===== src/rtl/core/sbc_pkg.sv =====
package sbc_pkg;

  localparam int SAMPLE_BITS_DEF = 24;
  localparam int MAX_FOLDS_DEF   = 6;

  localparam int CFG_INDEX_BITS = 2;
  localparam int CFG_DATA_BITS  = 8;

  // Group queue between the front pipeline and the output expander
  localparam int QUEUE_DEPTH    = 8;
  localparam int QUEUE_PTR_BITS = $clog2(QUEUE_DEPTH);
  localparam int QUEUE_CNT_BITS = $clog2(QUEUE_DEPTH + 1);

  localparam int LEVEL_BITS = 32;
  localparam int FOLD_BITS  = 3;
  localparam int DEPTH_BITS = 6;
  localparam int MIX_BITS   = 8;

  typedef enum logic [CFG_INDEX_BITS-1:0] {
    REG_DEPTH_BITS = 2'd0,
    REG_MASK_MIX   = 2'd1,
    REG_FOLD_LOG2  = 2'd2
  } cfg_reg_t;

  typedef struct packed {
    logic [DEPTH_BITS-1:0] depth_bits;
    logic [MIX_BITS-1:0]   mask_mix;
    logic [FOLD_BITS-1:0]  fold_log2;
  } crush_cfg_t;

  // One finished group: crushed level and the fold that sets its repeat count
  typedef struct packed {
    logic [LEVEL_BITS-1:0] level;
    logic [FOLD_BITS-1:0]  fold;
  } grp_entry_t;

  typedef struct packed {
    logic [QUEUE_CNT_BITS-1:0] fill;
    logic                      empty;
  } queue_status_t;

endpackage


===== src/rtl/core/sbc_front.sv =====
module sbc_front import sbc_pkg::*; #(
  parameter int SAMPLE_BITS = SAMPLE_BITS_DEF,
  parameter int MAX_FOLDS   = MAX_FOLDS_DEF
) (
  input  logic                          clk,
  input  logic                          rst,
  input  crush_cfg_t                    cfg,
  input  logic signed [SAMPLE_BITS-1:0] sample_in,
  input  logic                          in_valid,
  output logic                          in_ready,
  input  queue_status_t                 qstat,
  output logic                          wr_en,
  output grp_entry_t                    wr_entry
);

  localparam int SUM_BITS   = SAMPLE_BITS + MAX_FOLDS;
  localparam int CNT_BITS   = (MAX_FOLDS > 0) ? MAX_FOLDS : 1;
  localparam int SCALE_BITS = SAMPLE_BITS + 31;
  localparam int OCC_BITS   = QUEUE_CNT_BITS + 1;

  logic [FOLD_BITS-1:0]       fold_eff;
  logic [CNT_BITS-1:0]        len_mask;
  logic [CNT_BITS-1:0]        group_count;
  logic signed [SUM_BITS-1:0] group_sum;
  logic signed [SUM_BITS-1:0] sum_next;
  logic                       accept;
  logic                       group_end;

  // stage 1: finished group sum
  logic                       v1;
  logic signed [SUM_BITS-1:0] s1_sum;
  logic [FOLD_BITS-1:0]       s1_fold;
  // stage 2: saturated mean as sign and magnitude
  logic                       v2;
  logic                       s2_neg;
  logic [SAMPLE_BITS-1:0]     s2_mag;
  logic [FOLD_BITS-1:0]       s2_fold;
  // stage 3: magnitude scaled to Q0.31
  logic                       v3;
  logic                       s3_neg;
  logic [LEVEL_BITS-1:0]      s3_x;
  logic [FOLD_BITS-1:0]       s3_fold;
  // stage 4: signed Q0.31 level
  logic                       v4;
  logic [LEVEL_BITS-1:0]      s4_ux;
  logic [FOLD_BITS-1:0]       s4_fold;

  logic [SUM_BITS-1:0]        abs_sum;
  logic [SUM_BITS-1:0]        mean_mag;
  logic [SUM_BITS-1:0]        mean_lim;
  logic [SUM_BITS-1:0]        mean_sat;
  logic [SCALE_BITS-1:0]      scale_prod;

  logic [DEPTH_BITS-1:0]      depth_eff;
  logic                       full_depth;
  logic [4:0]                 below_pos;
  logic [LEVEL_BITS-1:0]      top_mask;
  logic                       below_set;
  logic [LEVEL_BITS+MIX_BITS-1:0] blend_wide;
  logic [LEVEL_BITS-1:0]      blend;
  logic [OCC_BITS-1:0]        occupancy;

  assign fold_eff  = (cfg.fold_log2 > MAX_FOLDS) ? FOLD_BITS'(MAX_FOLDS) : cfg.fold_log2;
  assign len_mask  = CNT_BITS'((1 << fold_eff) - 1);
  assign group_end = (group_count & len_mask) == len_mask;
  assign sum_next  = group_sum + SUM_BITS'(sample_in);
  assign accept    = in_valid & in_ready;

  // Hold input while queue plus words in flight could overrun the queue
  assign occupancy = OCC_BITS'(qstat.fill) + OCC_BITS'(v1) + OCC_BITS'(v2)
                   + OCC_BITS'(v3) + OCC_BITS'(v4);
  assign in_ready  = occupancy < OCC_BITS'(QUEUE_DEPTH);

  always_ff @(posedge clk) begin
    if (rst) begin
      group_count <= '0;
      group_sum   <= '0;
      v1          <= 1'b0;
    end else begin
      v1 <= accept & group_end;
      if (accept) begin
        group_count <= group_count + CNT_BITS'(1);
        group_sum   <= group_end ? '0 : sum_next;
      end
    end
  end

  always_ff @(posedge clk) begin
    if (accept && group_end) begin
      s1_sum  <= sum_next;
      s1_fold <= fold_eff;
    end
  end

  // Mean truncates toward zero: shift the magnitude, then saturate
  assign abs_sum  = s1_sum[SUM_BITS-1] ? SUM_BITS'(-s1_sum) : SUM_BITS'(s1_sum);
  assign mean_mag = abs_sum >> s1_fold;
  assign mean_lim = s1_sum[SUM_BITS-1] ? (SUM_BITS'(1) << (SAMPLE_BITS - 1))
                                       : ((SUM_BITS'(1) << (SAMPLE_BITS - 1)) - SUM_BITS'(1));
  assign mean_sat = (mean_mag > mean_lim) ? mean_lim : mean_mag;

  // mag * (2^31 - 1), then drop SAMPLE_BITS-1 fraction bits
  assign scale_prod = {s2_mag, 31'b0} - SCALE_BITS'(s2_mag);

  always_ff @(posedge clk) begin
    if (rst) begin
      v2 <= 1'b0;
      v3 <= 1'b0;
      v4 <= 1'b0;
    end else begin
      v2 <= v1;
      v3 <= v2;
      v4 <= v3;
    end
  end

  always_ff @(posedge clk) begin
    s2_neg  <= s1_sum[SUM_BITS-1];
    s2_mag  <= mean_sat[SAMPLE_BITS-1:0];
    s2_fold <= s1_fold;
    s3_neg  <= s2_neg;
    s3_x    <= scale_prod[SCALE_BITS-1 -: LEVEL_BITS];
    s3_fold <= s2_fold;
    s4_ux   <= s3_neg ? -s3_x : s3_x;
    s4_fold <= s3_fold;
  end

  // Quantise to the top bits, blend in the bit just below by mask_mix/256
  always_comb begin
    if (cfg.depth_bits == '0) begin
      depth_eff = DEPTH_BITS'(1);
    end else if (cfg.depth_bits > DEPTH_BITS'(32)) begin
      depth_eff = DEPTH_BITS'(32);
    end else begin
      depth_eff = cfg.depth_bits;
    end
  end

  assign full_depth = depth_eff == DEPTH_BITS'(32);
  assign below_pos  = 5'(DEPTH_BITS'(31) - depth_eff);
  assign top_mask   = full_depth ? '1 : ~({LEVEL_BITS{1'b1}} >> depth_eff);
  assign below_set  = !full_depth && s4_ux[below_pos];
  assign blend_wide = ((LEVEL_BITS+MIX_BITS)'(cfg.mask_mix) << below_pos) >> MIX_BITS;
  assign blend      = below_set ? blend_wide[LEVEL_BITS-1:0] : '0;

  assign wr_en          = v4;
  assign wr_entry.level = (s4_ux & top_mask) + blend;
  assign wr_entry.fold  = s4_fold;

endmodule


===== src/rtl/core/sbc_queue.sv =====
module sbc_queue import sbc_pkg::*; (
  input  logic          clk,
  input  logic          rst,
  input  logic          push,
  input  grp_entry_t    push_entry,
  input  logic          pop,
  output grp_entry_t    head,
  output queue_status_t qstat
);

  grp_entry_t                mem [QUEUE_DEPTH];
  logic [QUEUE_PTR_BITS-1:0] wr_ptr;
  logic [QUEUE_PTR_BITS-1:0] rd_ptr;
  logic [QUEUE_CNT_BITS-1:0] fill;

  always_ff @(posedge clk) begin
    if (rst) begin
      wr_ptr <= '0;
      rd_ptr <= '0;
      fill   <= '0;
    end else begin
      if (push) begin
        wr_ptr <= wr_ptr + QUEUE_PTR_BITS'(1);
      end
      if (pop) begin
        rd_ptr <= rd_ptr + QUEUE_PTR_BITS'(1);
      end
      case ({push, pop})
        2'b10:   fill <= fill + QUEUE_CNT_BITS'(1);
        2'b01:   fill <= fill - QUEUE_CNT_BITS'(1);
        default: fill <= fill;
      endcase
    end
  end

  always_ff @(posedge clk) begin
    if (push) begin
      mem[wr_ptr] <= push_entry;
    end
  end

  assign head        = mem[rd_ptr];
  assign qstat.fill  = fill;
  assign qstat.empty = fill == '0;

endmodule


===== src/rtl/core/sbc_back.sv =====
module sbc_back import sbc_pkg::*; #(
  parameter int MAX_FOLDS = MAX_FOLDS_DEF
) (
  input  logic                         clk,
  input  logic                         rst,
  input  grp_entry_t                   head,
  input  queue_status_t                qstat,
  output logic                         pop,
  output logic signed [LEVEL_BITS-1:0] sample_out,
  output logic                         last_of_group,
  output logic                         out_valid,
  input  logic                         out_ready
);

  localparam int CNT_BITS = (MAX_FOLDS > 0) ? MAX_FOLDS : 1;

  logic [CNT_BITS-1:0] repeat_cnt;
  logic [CNT_BITS-1:0] len_mask;
  logic                load;
  logic                final_copy;

  assign len_mask   = CNT_BITS'((1 << head.fold) - 1);
  assign final_copy = repeat_cnt == len_mask;
  assign load       = !qstat.empty && (!out_valid || out_ready);
  // Drop the group from the queue once its last copy is issued
  assign pop        = load && final_copy;

  always_ff @(posedge clk) begin
    if (rst) begin
      out_valid  <= 1'b0;
      repeat_cnt <= '0;
    end else begin
      out_valid <= load || (out_valid && !out_ready);
      if (load) begin
        repeat_cnt <= final_copy ? '0 : repeat_cnt + CNT_BITS'(1);
      end
    end
  end

  always_ff @(posedge clk) begin
    if (load) begin
      sample_out    <= head.level;
      last_of_group <= final_copy;
    end
  end

endmodule


===== src/rtl/core/sample_rate_and_bit_crusher_top.sv =====
// Decimating bit crusher. One signed sample is taken per clock while in_ready
// is high; samples are summed in groups of 2^fold_log2 (capped at MAX_FOLDS),
// and at the end of each group the mean is scaled to Q0.31, cut to depth_bits
// top bits with mask_mix/256 of the next bit blended in, and sent out
// 2^fold_log2 times, the final copy flagged by last_of_group. Input and
// output each move one word per clock unless held by in_ready or out_ready;
// the output port, at one word per clock, sets the sustained rate. A group's
// result passes from its last sample through the group sum, mean, scale and
// quantise registers into the queue, then the output register. An eight-entry
// group queue lets the input side run ahead while a stalled output drains;
// input ready drops only when queue and pipeline together hold eight groups.
module sample_rate_and_bit_crusher_top import sbc_pkg::*; #(
  parameter int SAMPLE_BITS = SAMPLE_BITS_DEF,
  parameter int MAX_FOLDS   = MAX_FOLDS_DEF
) (
  input  logic                          clk,
  input  logic                          rst,
  input  logic                          cfg_write,
  input  logic [CFG_INDEX_BITS-1:0]     cfg_index,
  input  logic [CFG_DATA_BITS-1:0]      cfg_data,
  input  logic signed [SAMPLE_BITS-1:0] sample_in,
  input  logic                          in_valid,
  output logic                          in_ready,
  output logic signed [LEVEL_BITS-1:0]  sample_out,
  output logic                          last_of_group,
  output logic                          out_valid,
  input  logic                          out_ready
);

  crush_cfg_t    cfg;
  queue_status_t qstat;
  grp_entry_t    wr_entry;
  grp_entry_t    head;
  logic          wr_en;
  logic          pop;

  always_ff @(posedge clk) begin
    if (rst) begin
      cfg.depth_bits <= DEPTH_BITS'(32);
      cfg.mask_mix   <= '0;
      cfg.fold_log2  <= '0;
    end else if (cfg_write) begin
      unique case (cfg_reg_t'(cfg_index))
        REG_DEPTH_BITS: cfg.depth_bits <= cfg_data[DEPTH_BITS-1:0];
        REG_MASK_MIX:   cfg.mask_mix   <= cfg_data[MIX_BITS-1:0];
        REG_FOLD_LOG2:  cfg.fold_log2  <= cfg_data[FOLD_BITS-1:0];
        default:        cfg            <= cfg;
      endcase
    end
  end

  sbc_front #(
    .SAMPLE_BITS (SAMPLE_BITS),
    .MAX_FOLDS   (MAX_FOLDS)
  ) u_front (
    .clk       (clk),
    .rst       (rst),
    .cfg       (cfg),
    .sample_in (sample_in),
    .in_valid  (in_valid),
    .in_ready  (in_ready),
    .qstat     (qstat),
    .wr_en     (wr_en),
    .wr_entry  (wr_entry)
  );

  sbc_queue u_queue (
    .clk        (clk),
    .rst        (rst),
    .push       (wr_en),
    .push_entry (wr_entry),
    .pop        (pop),
    .head       (head),
    .qstat      (qstat)
  );

  sbc_back #(
    .MAX_FOLDS (MAX_FOLDS)
  ) u_back (
    .clk           (clk),
    .rst           (rst),
    .head          (head),
    .qstat         (qstat),
    .pop           (pop),
    .sample_out    (sample_out),
    .last_of_group (last_of_group),
    .out_valid     (out_valid),
    .out_ready     (out_ready)
  );

endmodule

===== config.mk =====
export PLATFORM = sky130hd
export DESIGN_NAME = sample_rate_and_bit_crusher_top
export DESIGN_NICKNAME = d
export VERILOG_FILES = /design/src/rtl/core/sbc_pkg.sv /design/src/rtl/core/sbc_front.sv /design/src/rtl/core/sbc_queue.sv /design/src/rtl/core/sbc_back.sv /design/src/rtl/core/sample_rate_and_bit_crusher_top.sv
export SDC_FILE = /design/constraint.sdc
export NUM_CORES = 1
export LEC_CHECK = 0
export ABC_AREA = 1
export BUFFER_PORTS_ARGS = -buffer_cell sky130_fd_sc_hd__buf_4
export CAP_MARGIN = 0
export CORE_AREA = 3 3 236 238
export CTS_BUF_LIST = sky130_fd_sc_hd__clkbuf_4
export DETAILED_ROUTE_END_ITERATION = 6
export DIE_AREA = 0 0 239 241
export PLACE_DENSITY = 0.66
export SETUP_SLACK_MARGIN = 0.15
export SLEW_MARGIN = 20
export SYNTH_ARGS = -nofsm -noshare
export SYNTH_HDL_FRONTEND = slang
export SYNTH_SLANG_ARGS = --single-unit

===== constraint.sdc =====
create_clock -name clk -period 8.6 [get_ports clk]
set_clock_uncertainty 0.1 [all_clocks]
set_input_delay 0.43 -clock clk [delete_from_list [all_inputs] [get_ports clk]]
set_output_delay 0.43 -clock clk [all_outputs]
set_load 0.03 [all_outputs]

== Word-level counts from Yosys, hierarchy flattened ==
Memory sizes are Yosys's and may differ from the RTL's. A register that Yosys moved wholly into a read port is not among the register bits.
Cells that the tools add are included.

* RAM bits: 280
* Register bits: 239
* Output and inout port bits: 35
* Input port bits: 39
* Memories: 1
* Word-level logic and storage cells: 103

* Reduce and logical (&&, ||, !) cells: 18
* Eq/ne operators: 7
* Mux-type cells: 18
* $add $sub $neg: 18
* Magnitude comparators: 5
* Bitwise operators: 5
* Shifts and indexed selects: 5

{| class="wikitable"
|+ Memory list
! name !! depth !! bits a word !! rd ports !! clocked after Yosys merged registers in !! wr ports !! RTL line !! RTL
|-
| u_queue.mem || 8 || 35 || 1 || 1 || 1 || sbc_queue.sv:11 || <nowiki>grp_entry_t mem [QUEUE_DEPTH];</nowiki>
|}

{| class="wikitable"
|+ Operators by type and width
! operator !! count
|-
| two-way mux 32 bit || 3
|-
| two-way mux 30 bit || 2
|-
| subtractor 55 x 24 -> 55 bit || 1
|-
| two-way mux 24 bit || 2
|-
| << shifter 8 x 5 -> 40 bit || 1
|-
| adder 32 bit || 1
|-
| bitwise AND 32 bit || 1
|-
| negation 32 bit || 1
|-
| inverter 32 bit || 1
|-
| right shift 32 x 6 -> 32 bit, first input constant || 1
|-
| adder 30 x 24 -> 30 bit || 1
|-
| > comparator 30 x 24 -> 1 bit || 1
|-
| negation 30 bit || 1
|-
| right shift 30 x 3 -> 30 bit || 1
|-
| two-way mux 6 bit || 3
|-
| adder 5 x 1 -> 5 bit || 3
|-
| adder 6 x 1 -> 6 bit, second input constant || 2
|-
| == test 6 bit || 2
|-
| << shifter 1 x 3 -> 6 bit, first input constant || 2
|-
| subtractor 6 x 2 -> 6 bit, second input constant || 2
|-
| two-way mux 3 bit || 3
|-
| case mux 4 bit (2 select lines) || 1
|-
| adder 3 x 1 -> 3 bit, second input constant || 2
|-
| bitwise AND 6 bit || 1
|-
| other kinds (22) || 37
|}

== Logic depth before layout (Yosys ltp) ==
* Depth after elaboration: 9
* Gate-level depth with buffers: 30
* Gate-level depth less buffers: 29

== Hierarchy ==
A second synthesis with hierarchy kept.

* Cells, all modules: 3059
* Area, all modules: 27109.8 um^2

{| class="wikitable"
|+ Modules (own cells, without submodules)
! module !! area each (um^2) !! times used !! cells each
|-
| sbc_front || 13077.5 || 1 || 1956
|-
| sbc_queue || 11780.0 || 1 || 872
|-
| sbc_back || 1525.2 || 1 || 120
|-
| sample_rate_and_bit_crusher_top || 726.9 || 1 || 111
|}

== Worst setup path after synthesis ==
Ideal clock, no wire load.

* Kind: register to register
* Start: reg u_front.v3
* End: reg u_front.s1_fold[0], enable pin
* Path slack: 4.484 ns
* Data required time: 8.076 ns
* Path buffers: 2
* Data arrival time: 3.592 ns
* Stages on the path, launching flop included: 10
* Library setup time: 0.424 ns
* Period minus slack after synthesis: 4.116 ns
* Path through: dfxtp_1 > fa_1 > ha_1 > a21oi_1 > o21ai_0 > o21ai_0 > nand2_1 > clkbuf_1 > clkbuf_1 > nor2_1

* Word-level cells in the longest chain between the ends: 5

{| class="wikitable"
|+ Ends and longest elaborated chain
! element !! RTL line !! RTL
|-
| from (decl) || sbc_front.sv:39 || <nowiki>logic v3;</nowiki>
|-
| from (signal assigned) || sbc_front.sv:112 || <nowiki>v3 <= v2;</nowiki>
|-
| adder 5 x 1 -> 5 bit (2 in a row) || sbc_front.sv:71 || <nowiki>+ OCC_BITS'(v3) + OCC_BITS'(v4);</nowiki>
|-
| less-than comparator 5 x 4 -> 1 bit || sbc_front.sv:72 || <nowiki>assign in_ready = occupancy < OCC_BITS'(QUEUE_DEPTH);</nowiki>
|-
| via in_ready || sample_rate_and_bit_crusher_top.sv:23 || <nowiki>output logic in_ready,</nowiki>
|-
| bitwise AND 1 bit || sbc_front.sv:67 || <nowiki>assign accept = in_valid & in_ready;</nowiki>
|-
| logical AND 1 bit || sbc_front.sv:89 || <nowiki>if (accept && group_end) begin</nowiki>
|-
| to (signal assigned) || sbc_front.sv:91 || <nowiki>s1_fold <= fold_eff;</nowiki>
|-
| to (decl) || sbc_front.sv:32 || <nowiki>logic [FOLD_BITS-1:0] s1_fold;</nowiki>
|}

The timed path passes the listed nets, and every way through them passes these cells.
A chain may end at the register's enable or synchronous reset.

==> metrics.cfg <==
[power_and_ir_drop]
swShare_pct = 30.13
clock_power_share_pct = 33.9
p_per_area_nw_per_um2 = 223.0
combPwrFrac_pct = 19.0
p_leak_nw = 12.42
p_sw_mw = 2.028
seq_power_share_pct = 47.1
internal_power_mw = 4.702
ir_worst_vdd_v = 0.0001241
p_total_mw = 6.730

[floorplan]
start_util_pct = 49.65
ioPinCount = 74
rows = 85
die_h_um = 241
fp.dieArea_um2 = 57600
die-width_um = 239
core-area_um2 = 53810

[synth]
yosysTopAreaCellShare_pct = 38.89
ys_ff_latch = 522
syn-num-nets = 3234
synthCells = 3095
avgSynthCellArea_um2 = 8.633
synthFlopType = edfxtp_1
synthTopCellsByArea = edfxtp_1, dfxtp_1, nand2_1
post-synth-top-count-cell = nand2_1
synth_edf_count = 346
async_flop_share_pct = 0
seq_area_frac_synth_pct = 52.07
synthTopCellsByCount = nand2_1, nor2_1, edfxtp_1, o21ai_0, inv_1
yosysWarnings = 0
synth_cell_types = 49
yosysTopAreaCell = edfxtp_1
netlist_area_um2 = 26720

[final_layout]
fin_area_um2 = 30180
drive_gt1_share_pct = 11.72
final_nets = 3400
nFillCells = 4887
final-seq-area_um2 = 13920
multi_input_area_um2 = 11470
area_delta_synth_final_pct = 12.97
post-route-util_pct = 56.09
stdcell_count = 4061

[timing]
min_period_ns = 5.501
drv_slew = 0
max_freq_ghz = 0.1818
rsz0062_at_grt = no
finalHoldViolations = 0
layout_worst_path_cycle_share_pct = 63.97
worst_slack_ns = 3.099
hold_slack_ns = 0.1401
max_slew.worst_pin.slew_ns = 0.8656
setup_viol = 0
fin_tns_setup_ns = 0
relSlewSlack_pct = 42.30

[clocking]
clkTransAtPathRegs_ns = 0.07
cts-root-buf = clkbuf_4
cts-buffers-inserted = 139
cts_tree = done
cts.path.max_buffers = 3
clk_latency_ns = 0.97
cts_setup_buffers = 0
htree_levels = 4
cts_hold_buffers = 44
cts_resized = 0
numClockSinks = 522

[global_route]
grt_pass1_vias = 21370
overflow = 0
grt_max_degree = 86
grt_antenna_before_repair = 2
use_met3_pct = 4.285
grt_pass1_wl_um = 108000
top_usage_layer = met2
gr-usage-met2_pct = 40.37
gr-usage-all-layers_pct = 23.42
gr-usage-met1_pct = 29.27

[placement]
place_area_um2 = 27860
dp.cells = 3772
globalplace.congestion = 0.9929
io_buffers = 73
post-place-ws_ns = 3.275
dp_hpwl_um = 44850

[routing]
ant_nets = 0
initialDrtViolationCount = 1389
vias = 21820
wire_per_inst_um = 16.49
first_pass_iters = 6
via_per_inst = 5.374
finalWirelength_um = 66980
route.detailed.drc = 0

[critical_path]
cp.arrival_ns = 6.02
start_kind = flip-flop
cp_data_required_time_ns = 9.12
worstSetupEndpointType = flip-flop
crit_fanout = 21
criticalPathCategory = flip-flop to flip-flop

[hold_path]
hold_path.class = input port to flip-flop

[status]
status = completed

[job]
maxCapViolations = 0

-- final cells by class --
cell class / count / share of cell area (%)
repair buffers: 139 / 3.822
inverters: 236 / 2.939
multi-input cells: 2223 / 38.01
flip-flops and latches: 522 / 46.11
well taps: 696 / 2.885
diodes: 2 / 0.01658
clock inverters: 37 / 1.086
clock buffers: 206 / 5.124
-- path summary, 6_finish.rpt --
path                      startpoint                     to  slack, ns  cells past startpoint
hold reg to reg   u_front.s3_fold[2]     u_front.s4_fold[2]       0.21                      0
setup reg to reg             cfg[12]     u_queue.mem[1][31]       3.10                     21
hold / removal         sample_in[19]  u_front.group_sum[19]       0.14                      6
setup / recovery             cfg[12]     u_queue.mem[1][31]       3.10                     21
-- routing by layer --
metal / wire length (um) / vias up / part of all wire, %
li1: - / 10920 / -
met1: 29410 / 10190 / 44
met2: 32430 / 566 / 48
met3: 3237 / 138 / 4.8
met4: 1888 / 2 / 2.8
met5: 13 / - / 0.019
-- sequential cells by signal, indices dropped and copies added, names as in the netlist, 4 cells and up, named ones only --
signal               cells
u_queue.mem            280
u_back.sample_out       32
u_front.s3_x            32
u_front.s4_ux           32
u_front.group_sum       30
u_front.s1_sum          30
u_front.s2_mag          24
cfg                     17
u_back.repeat_cnt        6
u_front.group_count      6
u_queue.fill             4
-- cells in the final DEF (no fill, tap or decap), types with 9 or more instances in the layout --
cell type	netlist	final
nand2_1	630	630
nor2_1	484	473
edfxtp_1	346	346
o21ai_0	243	243
inv_1	225	223
clkbuf_4	0	206
nand3_1	193	193
dfxtp_1	176	174
a21oi_1	162	162
ha_1	96	96
buf_4	8	95
xor2_1	74	74
a31oi_1	48	48
dlygate4sd3_1	0	44
xnor2_1	36	36
o22ai_1	32	32
nor3_1	29	29
o21ai_1	26	26
clkinv_1	3	24
nand2_2	23	23
nand4_1	22	22
nor2_4	5	14
o211ai_1	14	14
inv_2	8	11
or2_2	11	11
a21o_1	11	11
nand3b_1	9	9
o21bai_1	9	9
-- critical path, stage by stage (launching register included) --
cell       delay [ns]
dfxtp_1          0.49
inv_2            0.11
nand3_1          0.11
nand2_1          0.08
nand2_1          0.55
clkinv_1         0.52
o21ai_0          0.41
nand2_1          0.12
a31oi_1          0.35
nor2_1           0.09
ha_1             0.26
fa_1             0.44
nand3_1          0.10
nand2_1          0.10
nand3_1          0.10
o2111ai_1        0.19
nand2_1          0.11
nand2_1          0.09
nand2_1          0.07
nand2_1          0.12
a21oi_1          0.20
xor2_1           0.47
-- power groups by stage --
stage / logic [mW] / registers (mW) / clock network (mW)
global placement: 1.22 / 3.22 / 0
finish: 1.28 / 3.17 / 2.28
CTS: 1.27 / 3.17 / 2.35
floorplan: 0.909 / 3.18 / 0
global route: 1.44 / 3.19 / 2.49
detailed placement: 1.25 / 3.22 / 0
-- cells by family after synthesis --
kind of cell,synth area share [%]
AO/OA/AOI/OAI,11.62
XOR/XNOR,3.606
adder cells (fa/ha/maj),4.795
buffers and inverters,5.254
flip-flops,52.07
multiplexers,0.07493
other,0.01404
AND/OR/NAND/NOR,22.56
No activity file was read; power rests on OpenSTA's default activity.
